==> config.mk <==
export PLATFORM = sky130hd
export DESIGN_NAME = path_direction_run_length_encoder
export DESIGN_NICKNAME = d
export VERILOG_FILES = /design/src/pdrle_pkg.sv /design/src/pdrle_step.sv /design/src/path_direction_run_length_encoder.sv
export SDC_FILE = /design/constraint.sdc
export NUM_CORES = 1
export LEC_CHECK = 0
export BUFFER_PORTS_ARGS = -buffer_cell sky130_fd_sc_hd__buf_2
export CORE_MARGIN = 8
export CORE_UTILIZATION = 54
export DETAILED_ROUTE_END_ITERATION = 8
export GPL_TIMING_DRIVEN = 0
export HOLD_SLACK_MARGIN = 0.08
export PLACE_DENSITY = 0.72
export SLEW_MARGIN = 20
export SYNTH_ARGS = -nofsm -noshare
export SYNTH_HDL_FRONTEND = slang
export SYNTH_SLANG_ARGS = --single-unit
==> constraint.sdc <==
create_clock -name clk_i -period 15.1 [get_ports clk_i]
set_clock_uncertainty 0.2 [all_clocks]
set_input_delay 4.53 -clock clk_i [delete_from_list [all_inputs] [get_ports clk_i]]
set_output_delay 4.53 -clock clk_i [all_outputs]
set_load 0.01 [all_outputs]
==> src/pdrle_pkg.sv <==
// shared types and constants for the path direction run-length encoder
// no dependencies
`timescale 1ns / 1ps

package pdrle_pkg;

  // default width of a linear pixel index
  localparam int unsigned INDEX_BITS_DEF = 24;
  // run counter width and the count sent when a run saturates
  localparam int unsigned RUN_BITS = 6;
  localparam logic [RUN_BITS-1:0] RUN_MAX = 6'd63;
  // results per point: at most a saturated or closed run, a flush and a terminator
  localparam int unsigned MAX_RESULTS = 3;
  localparam int unsigned NUM_BITS = 2;

  typedef enum logic [1:0] {
    DIR_LEFT  = 2'd0,
    DIR_RIGHT = 2'd1,
    DIR_DOWN  = 2'd2,
    DIR_UP    = 2'd3
  } dir_e;

  // one command on the output stream
  typedef struct packed {
    logic                term;
    logic [RUN_BITS-1:0] count;
    dir_e                dir;
  } res_t;

  // all commands caused by one point
  typedef struct packed {
    logic [NUM_BITS-1:0]        num;
    res_t [MAX_RESULTS-1:0]     res;
  } group_t;

endpackage

==> src/pdrle_step.sv <==
// per-point move classification and run bookkeeping, purely combinational
// depends on pdrle_pkg
`timescale 1ns / 1ps

module pdrle_step
  import pdrle_pkg::*;
#(
  parameter int unsigned INDEX_BITS = INDEX_BITS_DEF
) (
  input  logic [INDEX_BITS-1:0] pixel_index_i,
  input  logic                  final_point_i,
  input  logic                  have_prev_i,
  input  logic [INDEX_BITS-1:0] prev_index_i,
  input  dir_e                  run_dir_i,
  input  logic [RUN_BITS-1:0]   run_len_i,
  output group_t                grp_o,
  output logic                  have_prev_o,
  output logic [INDEX_BITS-1:0] prev_index_o,
  output dir_e                  run_dir_o,
  output logic [RUN_BITS-1:0]   run_len_o
);

  logic                  going_up;
  logic [INDEX_BITS-1:0] diff;
  dir_e                  move_dir;
  logic [RUN_BITS:0]     len_inc;
  logic                  move_emit;
  res_t                  move_res;
  res_t                  flush_res;
  res_t                  term_res;
  dir_e                  dir_mid;
  logic [RUN_BITS-1:0]   len_mid;

  // absolute index difference and move direction
  assign going_up = pixel_index_i > prev_index_i;
  assign diff     = going_up ? (pixel_index_i - prev_index_i) : (prev_index_i - pixel_index_i);
  assign len_inc  = {1'b0, run_len_i} + {{RUN_BITS{1'b0}}, 1'b1};

  always_comb begin
    if (|diff[INDEX_BITS-1:1]) begin
      move_dir = going_up ? DIR_DOWN : DIR_UP;
    end else begin
      move_dir = going_up ? DIR_RIGHT : DIR_LEFT;
    end
  end

  // run update for the move, before any end-of-path handling
  always_comb begin
    move_emit      = 1'b0;
    move_res.term  = 1'b0;
    move_res.dir   = run_dir_i;
    move_res.count = run_len_i;
    dir_mid        = run_dir_i;
    len_mid        = run_len_i;
    if (have_prev_i) begin
      if (move_dir == run_dir_i) begin
        if (len_inc[RUN_BITS]) begin
          move_emit      = 1'b1;
          move_res.count = RUN_MAX;
          len_mid        = {{(RUN_BITS-1){1'b0}}, 1'b1};
        end else begin
          len_mid = len_inc[RUN_BITS-1:0];
        end
      end else begin
        move_emit = run_len_i != '0;
        dir_mid   = move_dir;
        len_mid   = {{(RUN_BITS-1){1'b0}}, 1'b1};
      end
    end
  end

  assign flush_res.term  = 1'b0;
  assign flush_res.dir   = dir_mid;
  assign flush_res.count = len_mid;
  assign term_res.term   = 1'b1;
  assign term_res.dir    = DIR_LEFT;
  assign term_res.count  = '0;

  // pack the commands and pick the next state
  always_comb begin
    grp_o        = '0;
    have_prev_o  = 1'b1;
    prev_index_o = pixel_index_i;
    run_dir_o    = dir_mid;
    run_len_o    = len_mid;
    if (final_point_i) begin
      have_prev_o  = 1'b0;
      prev_index_o = '0;
      run_dir_o    = DIR_LEFT;
      run_len_o    = '0;
      if (move_emit) begin
        grp_o.num    = NUM_BITS'(3);
        grp_o.res[0] = move_res;
        grp_o.res[1] = flush_res;
        grp_o.res[2] = term_res;
      end else begin
        grp_o.num    = NUM_BITS'(2);
        grp_o.res[0] = flush_res;
        grp_o.res[1] = term_res;
      end
    end else if (move_emit) begin
      grp_o.num    = NUM_BITS'(1);
      grp_o.res[0] = move_res;
    end
  end

endmodule

==> src/path_direction_run_length_encoder.sv <==
// Path direction run-length encoder: takes one path point (linear pixel index) per
// transaction on the slave stream, tlast marking the final point, and sends move
// commands (direction and run length, terminator flag on tuser) on the master stream.
// A point is accepted every cycle while the points cause no command; the commands
// of one point (up to three) leave one per cycle from a result register while the
// master stream is ready, and a point that causes commands waits in the input
// register until the previous point's commands have all been taken.
// Depends on pdrle_pkg and pdrle_step.
`timescale 1ns / 1ps

module path_direction_run_length_encoder
  import pdrle_pkg::*;
#(
  parameter int unsigned INDEX_BITS = INDEX_BITS_DEF
) (
  input  logic                                clk_i,
  input  logic                                rst_ni,
  input  logic                                s_axis_tvalid,
  output logic                                s_axis_tready,
  // [INDEX_BITS-1:0] pixel_index, zero padding above
  input  logic [((INDEX_BITS + 7) / 8) * 8-1:0] s_axis_tdata,
  // final_point
  input  logic                                s_axis_tlast,
  output logic                                m_axis_tvalid,
  input  logic                                m_axis_tready,
  // [1:0] move_direction, [7:2] move_count
  output logic [7:0]                          m_axis_tdata,
  // terminator
  output logic                                m_axis_tuser,
  // last_of_point
  output logic                                m_axis_tlast
);

  logic                  s1_valid_q;
  logic [INDEX_BITS-1:0] s1_idx_q;
  logic                  s1_fin_q;
  logic                  have_prev_q;
  logic [INDEX_BITS-1:0] prev_idx_q;
  dir_e                  run_dir_q;
  logic [RUN_BITS-1:0]   run_len_q;
  group_t                grp_q;
  logic                  grp_valid_q;
  logic [NUM_BITS-1:0]   pos_q;

  group_t                grp_d;
  logic                  have_prev_d;
  logic [INDEX_BITS-1:0] prev_idx_d;
  dir_e                  run_dir_d;
  logic [RUN_BITS-1:0]   run_len_d;

  logic                  out_take;
  logic                  grp_last;
  logic                  grp_free;
  logic                  s1_go;
  res_t                  sel_res;

  pdrle_step #(
    .INDEX_BITS(INDEX_BITS)
  ) u_step (
    .pixel_index_i (s1_idx_q),
    .final_point_i (s1_fin_q),
    .have_prev_i   (have_prev_q),
    .prev_index_i  (prev_idx_q),
    .run_dir_i     (run_dir_q),
    .run_len_i     (run_len_q),
    .grp_o         (grp_d),
    .have_prev_o   (have_prev_d),
    .prev_index_o  (prev_idx_d),
    .run_dir_o     (run_dir_d),
    .run_len_o     (run_len_d)
  );

  // handshake control
  assign out_take      = grp_valid_q && m_axis_tready;
  assign grp_last      = pos_q == (grp_q.num - NUM_BITS'(1));
  assign grp_free      = !grp_valid_q || (out_take && grp_last);
  assign s1_go         = s1_valid_q && ((grp_d.num == '0) || grp_free);
  assign s_axis_tready = !s1_valid_q || s1_go;

  // input register
  always_ff @(posedge clk_i or negedge rst_ni) begin
    if (!rst_ni) begin
      s1_valid_q <= 1'b0;
    end else if (s_axis_tready) begin
      s1_valid_q <= s_axis_tvalid;
    end
  end

  always_ff @(posedge clk_i) begin
    if (s_axis_tvalid && s_axis_tready) begin
      s1_idx_q <= s_axis_tdata[INDEX_BITS-1:0];
      s1_fin_q <= s_axis_tlast;
    end
  end

  // path and run state
  always_ff @(posedge clk_i or negedge rst_ni) begin
    if (!rst_ni) begin
      have_prev_q <= 1'b0;
      prev_idx_q  <= '0;
      run_dir_q   <= DIR_LEFT;
      run_len_q   <= '0;
    end else if (s1_go) begin
      have_prev_q <= have_prev_d;
      prev_idx_q  <= prev_idx_d;
      run_dir_q   <= run_dir_d;
      run_len_q   <= run_len_d;
    end
  end

  // result register, drained one command per cycle while m_axis_tready is high
  always_ff @(posedge clk_i or negedge rst_ni) begin
    if (!rst_ni) begin
      grp_valid_q <= 1'b0;
      pos_q       <= '0;
    end else if (s1_go && (grp_d.num != '0)) begin
      grp_valid_q <= 1'b1;
      pos_q       <= '0;
    end else if (out_take) begin
      if (grp_last) begin
        grp_valid_q <= 1'b0;
      end
      pos_q <= pos_q + NUM_BITS'(1);
    end
  end

  always_ff @(posedge clk_i) begin
    if (s1_go && (grp_d.num != '0)) begin
      grp_q <= grp_d;
    end
  end

  // pick the command at the current position
  always_comb begin
    case (pos_q)
      2'd0:    sel_res = grp_q.res[0];
      2'd1:    sel_res = grp_q.res[1];
      2'd2:    sel_res = grp_q.res[2];
      default: sel_res = '0;
    endcase
  end

  assign m_axis_tvalid = grp_valid_q;
  assign m_axis_tdata  = {sel_res.count, sel_res.dir};
  assign m_axis_tuser  = sel_res.term;
  assign m_axis_tlast  = grp_last;

endmodule

Yosys cells after proc, flatten, opt, wreduce, memory -nomap -nowiden:

Index checks and enable logic that the tools add are counted.

* input port bits: 29
* logic and storage cells: 80
* bits in registers: 91

* mux-type cells: 32
* equality and inequality tests: 4
* add/sub/neg operators: 5
* $lt $le $gt $ge: 1
* reductions and logical operators: 19

Operators by type and width (count)
* 24-bit two-way mux: 2
* 24-bit subtractor: 2
* 6-bit two-way mux: 7
* 9-bit case mux with 3 select lines: 1
* 24-bit > comparator: 1
* 23-bit OR reduction: 1
* 18-bit two-way mux: 1
* 9-bit two-way mux: 2
* 2-bit two-way mux: 7
* 1-bit two-way mux: 11
* 8-bit two-way mux: 1
* 6-bit by 1-bit adder with 7-bit output (second input constant): 1
* 2-bit nonzero test: 3
* 6-bit nonzero test: 1
* 1-bit logical AND: 5
* 2-bit equality test: 2
* 2-bit zero test: 2
* 2-bit AND reduction: 2
* 1-bit logical OR: 3
* 2-bit by 1-bit adder with 2-bit output (second input constant): 1
* 2-bit by 1-bit equality test with 1-bit output (second input constant): 1
* 2-bit equality test (second input constant): 1
* 1-bit zero test: 2
* 2-bit by 1-bit subtractor with 2-bit output (second input constant): 1

Depth between registers and ports, before layout:

* depth after elaboration: 15
* gate-level depth with buffers: 18

By module:

A second synthesis with hierarchy kept.

* cell total of the unflattened synthesis: 767
* area total of the unflattened synthesis: 7140.6 µm²

Modules (own cells, without submodules)
* pdrle_step: area an instance 3717.3 µm², times used 1, cells each 586, seq. area each 0.0 µm²
* path_direction_run_length_encoder: area an instance 3423.3 µm², times used 1, cells each 181, seq. area each 2547.4 µm²

Worst setup path after synthesis:

No wires, ideal clock.

* path type: input-to-output
* start: in m_axis_tready
* end: out s_axis_tready
* data arrival time: 5102 ps
* buffers on the path: 0
* slack: 5268 ps
* data required time: 10370 ps
* stages on the path: 2
* cells stage by stage: a21boi_1 > nand3_1

* longest elaborated chain between the ends: 6

RTL lines
* start: declaration: line path_direction_run_length_encoder.sv:25 `input logic m_axis_tready,`
* 1-bit logical AND: line path_direction_run_length_encoder.sv:74 `assign out_take = grp_valid_q && m_axis_tready;`
* 1-bit logical AND: line path_direction_run_length_encoder.sv:76 `assign grp_free = !grp_valid_q || (out_take && grp_last);`
* 1-bit logical OR: line path_direction_run_length_encoder.sv:76
* 1-bit logical OR: line path_direction_run_length_encoder.sv:77 `assign s1_go = s1_valid_q && ((grp_d.num == '0) || grp_free);`
* 1-bit logical AND: line path_direction_run_length_encoder.sv:77
* 1-bit logical OR: line path_direction_run_length_encoder.sv:78 `assign s_axis_tready = !s1_valid_q || s1_go;`
* end: declaration: line path_direction_run_length_encoder.sv:19 `output logic s_axis_tready,`

No other way between the ends.

Worst setup path after layout:

Ends and elaborated chain as after synthesis.

==> out/metrics.yaml <==
min_path:
  hold_depth: 1
  hp-start: "prev_idx_q[23]"
  min_path_type: "flip-flop to flip-flop"
global_routing:
  grt_pass1_wl_um: 29800
  grt_antenna_before_repair: 0
  grt_max_degree: 38
  grt-ovfl-total: 0
  first_global_vias: 5772
  grt_usage: 0.232
timing:
  finalCritPeriodShare: 0.680
  setup_viol: 0
  period_needed_ps: 10270
  slew_viol_final: 0
  rsz0062_at_grt: "false"
  tightestPinTransition_ps: 923
  relSlewSlack: 0.384
  fmax_mhz: 97.4
  setup_tns_ps: 0
  final_hold_viol_count: 0
worst_setup_path:
  cp_common_cell: "buf_2"
  r2r-start: "s1_idx_q[12]"
  critical_path_depth: 4
  path_class: "input port to output port"
  timing.critical_path.to: "s_axis_tready"
  critPathMaxStageDelay_ps: 590
  crit_slowest_cell: "a21boi_1"
  end_kind: "output port"
  r2r_slack_ps: 9270
  timing.rr.end: "grp_q[12]"
  path_max_fanout: 8
  ff2ff_path_depth: 15
  worstSetupStartpointType: "input port"
  crit_buf_inv: 2
  crit_chain: "buf_2 -> a21boi_1 -> nand3_1 -> buf_2"
  required_ps: 10370
  startpoint: "m_axis_tready"
  path_delay_family: "compound AO/OA/AOI/OAI gates"
  crit_arrival_ps: 5540
die:
  fp.dieArea_mm2: 0.0160
  core-area_mm2: 0.0120
  io_pins: 41
  die_y_um: 127
  core.rowCount: 40
  chipWidth_um: 127
  initial_core_util: 0.551
detailed_routing:
  vias: 5902
  ant_nets: 0
  drt_iter0_markers: 505
  dr.pass1.iters: 5
  drt_wl_total_um: 18200
  routed_via_density: 6.21
  drc: 0
  route.detailed.wl_per_inst_um: 19.2
logic_synthesis:
  synth_most_common_cell: "inv_1"
  synth_ff_type: "edfxtp_1"
  ys_warn_count: 0
  ys_seq_area_frac: 0.345
  synthCells: 744
  synth_edf_count: 45
  ys_top_cells_by_area: "edfxtp_1 20%, dfrtp_1 14%, ha_1 10%"
  synth_top_area_frac: 0.205
  ys_ff_latch: 82
  synthDistinctLibCells: 73
  synth.avg_cell_area_um2: 8.86
  synth_common_cells: "73 x inv_1, 57 x a21oi_1, 57 x nand2_1, 53 x ha_1, 49 x nor2_1"
  yosysTopAreaCell: "edfxtp_1"
  syn_area_mm2: 0.00660
  async_reset_ff_frac: 0.451
clock_network:
  cts_buffer_depth: 2
  cts-root-buf: "clkbuf_16"
  clk_latency_ps: 350
  hold_buffers: 0
  htree_levels: 3
  cts_resized: 0
  cts_tree: "yes"
  clkSinkCount: 82
  cts_made_buffers: 9
  post-cts-setup-buffer-count: 0
  clk_pin_slew_worst_paths_ps: 60
finish:
  layout.nets: 883
  fin_area_mm2: 0.00736
  drive_gt1_frac: 0.126
  final_cell_count_no_fill: 951
  area_delta_synth_final_pct: 11.6
  fillCellCount: 1043
  antenna_cells: 0
outcome:
  outcome: "finished clean"
placement:
  dp_cells: 935
  place.gp.congestion: 0.928
  detailed_place_hpwl_um: 14200
  port_buffers: 40
  place_area_mm2: 0.00703
flow_run:
  maxCapViolCount: 0
[flip-flops by register name, indices dropped and copies added, names as in the netlist]
signal and cells:
pos_q 2, prev_idx_q 24, have_prev_q 1, run_dir_q 2, run_len_q 6, s1_fin_q 1, s1_idx_q 24, grp_q 20
m_axis_tvalid 1, s1_valid_q 1
[cells by family (layout without fill, tap and decap cells)]
| logic type | Yosys count | count (layout) | share of synthesized area |
|---|---|---|---|
| AO/OA/AOI/OAI | 246 | 246 | 0.264 |
| XOR/XNOR | 25 | 25 | 0.0343 |
| adder cells (fa/ha/maj) | 55 | 55 | 0.107 |
| buffers and inverters | 115 | 172 | 0.0740 |
| flip-flops | 82 | 82 | 0.345 |
| multiplexers | 10 | 10 | 0.0156 |
| other | 1 | 4 | 0.000569 |
| AND/OR/NAND/NOR | 210 | 210 | 0.160 |
[metal layers]
layer | up-vias | global-route usage | share of wire
met2 | 163 | 0.403 | 0.50
met5 | - | 0 | 0
met3 | 23 | 0.0486 | 0.047
met4 | 0 | 0.0545 | 0.016
li1 | 2849 | - | -
met1 | 2867 | 0.288 | 0.44
[per-stage QoR]
stage / worst slack, ps / util / hold WS, ps
after detailed placement: 4840 / 0.588 / 299
after floorplan: 5270 / - / 266
after global routing: 4770 / 0.615 / 340
after CTS: 4840 / 0.615 / 313
after global placement: 4980 / 0.584 / 279
final: 4830 / 0.615 / 305
[worst min-delay path by stage]
| stage | endpoint | slack (ps) |
|---|---|---|
| final | prev_idx_q[23] | 310 |
| after global routing | prev_idx_q[23] | 340 |
| after CTS | prev_idx_q[23] | 310 |
| after detailed placement | prev_idx_q[23] | 300 |
| after global placement | prev_idx_q[23] | 280 |
| after floorplan | prev_idx_q[23] | 270 |
[cells in the final DEF (no fill, tap or decap), types with 4 or more instances in the layout]
master,Yosys,layout
a211oi_1,12,12
a21o_1,17,17
a21oi_1,57,57
a22oi_1,11,11
a31o_2,4,4
a31oi_1,10,9
a32o_1,30,30
and2_1,10,10
and3_1,10,10
buf_2,18,58
buf_6,4,4
clkbuf_1,16,16
clkbuf_16,0,9
conb_1,1,4
dfrtp_1,37,37
edfxtp_1,45,45
ha_1,53,53
inv_1,73,73
mux2i_1,8,8
nand2_1,57,57
nand3_1,16,16
nand3b_1,6,6
nand4_1,17,17
nor2_1,49,49
nor2b_1,6,6
nor3_1,10,10
nor4_1,9,9
o211ai_1,6,6
o21a_1,15,15
o21ai_0,37,37
o21ai_1,4,4
o21bai_1,5,5
o22ai_1,5,5
or3_1,4,4
xnor2_1,16,16
xor2_1,8,8
[layout make-up]
| type | instances | area, µm² | share of cell area |
|---|---|---|---|
| Clock buffer | 9 | 225 | 0.0306 |
| Inverter | 73 | 274 | 0.0372 |
| Timing Repair Buffer | 41 | 228 | 0.0309 |
| Sequential cell | 82 | 2280 | 0.309 |
| Multi-Input combinational cell | 550 | 3860 | 0.524 |
| Buffer | 42 | 214 | 0.0291 |
| Tap cell | 147 | 184 | 0.0250 |
| Clock inverter | 7 | 100 | 0.0136 |
Power is not shown: default switching activity piles up to over one toggle a cycle in this logic, so the estimate is an artifact.
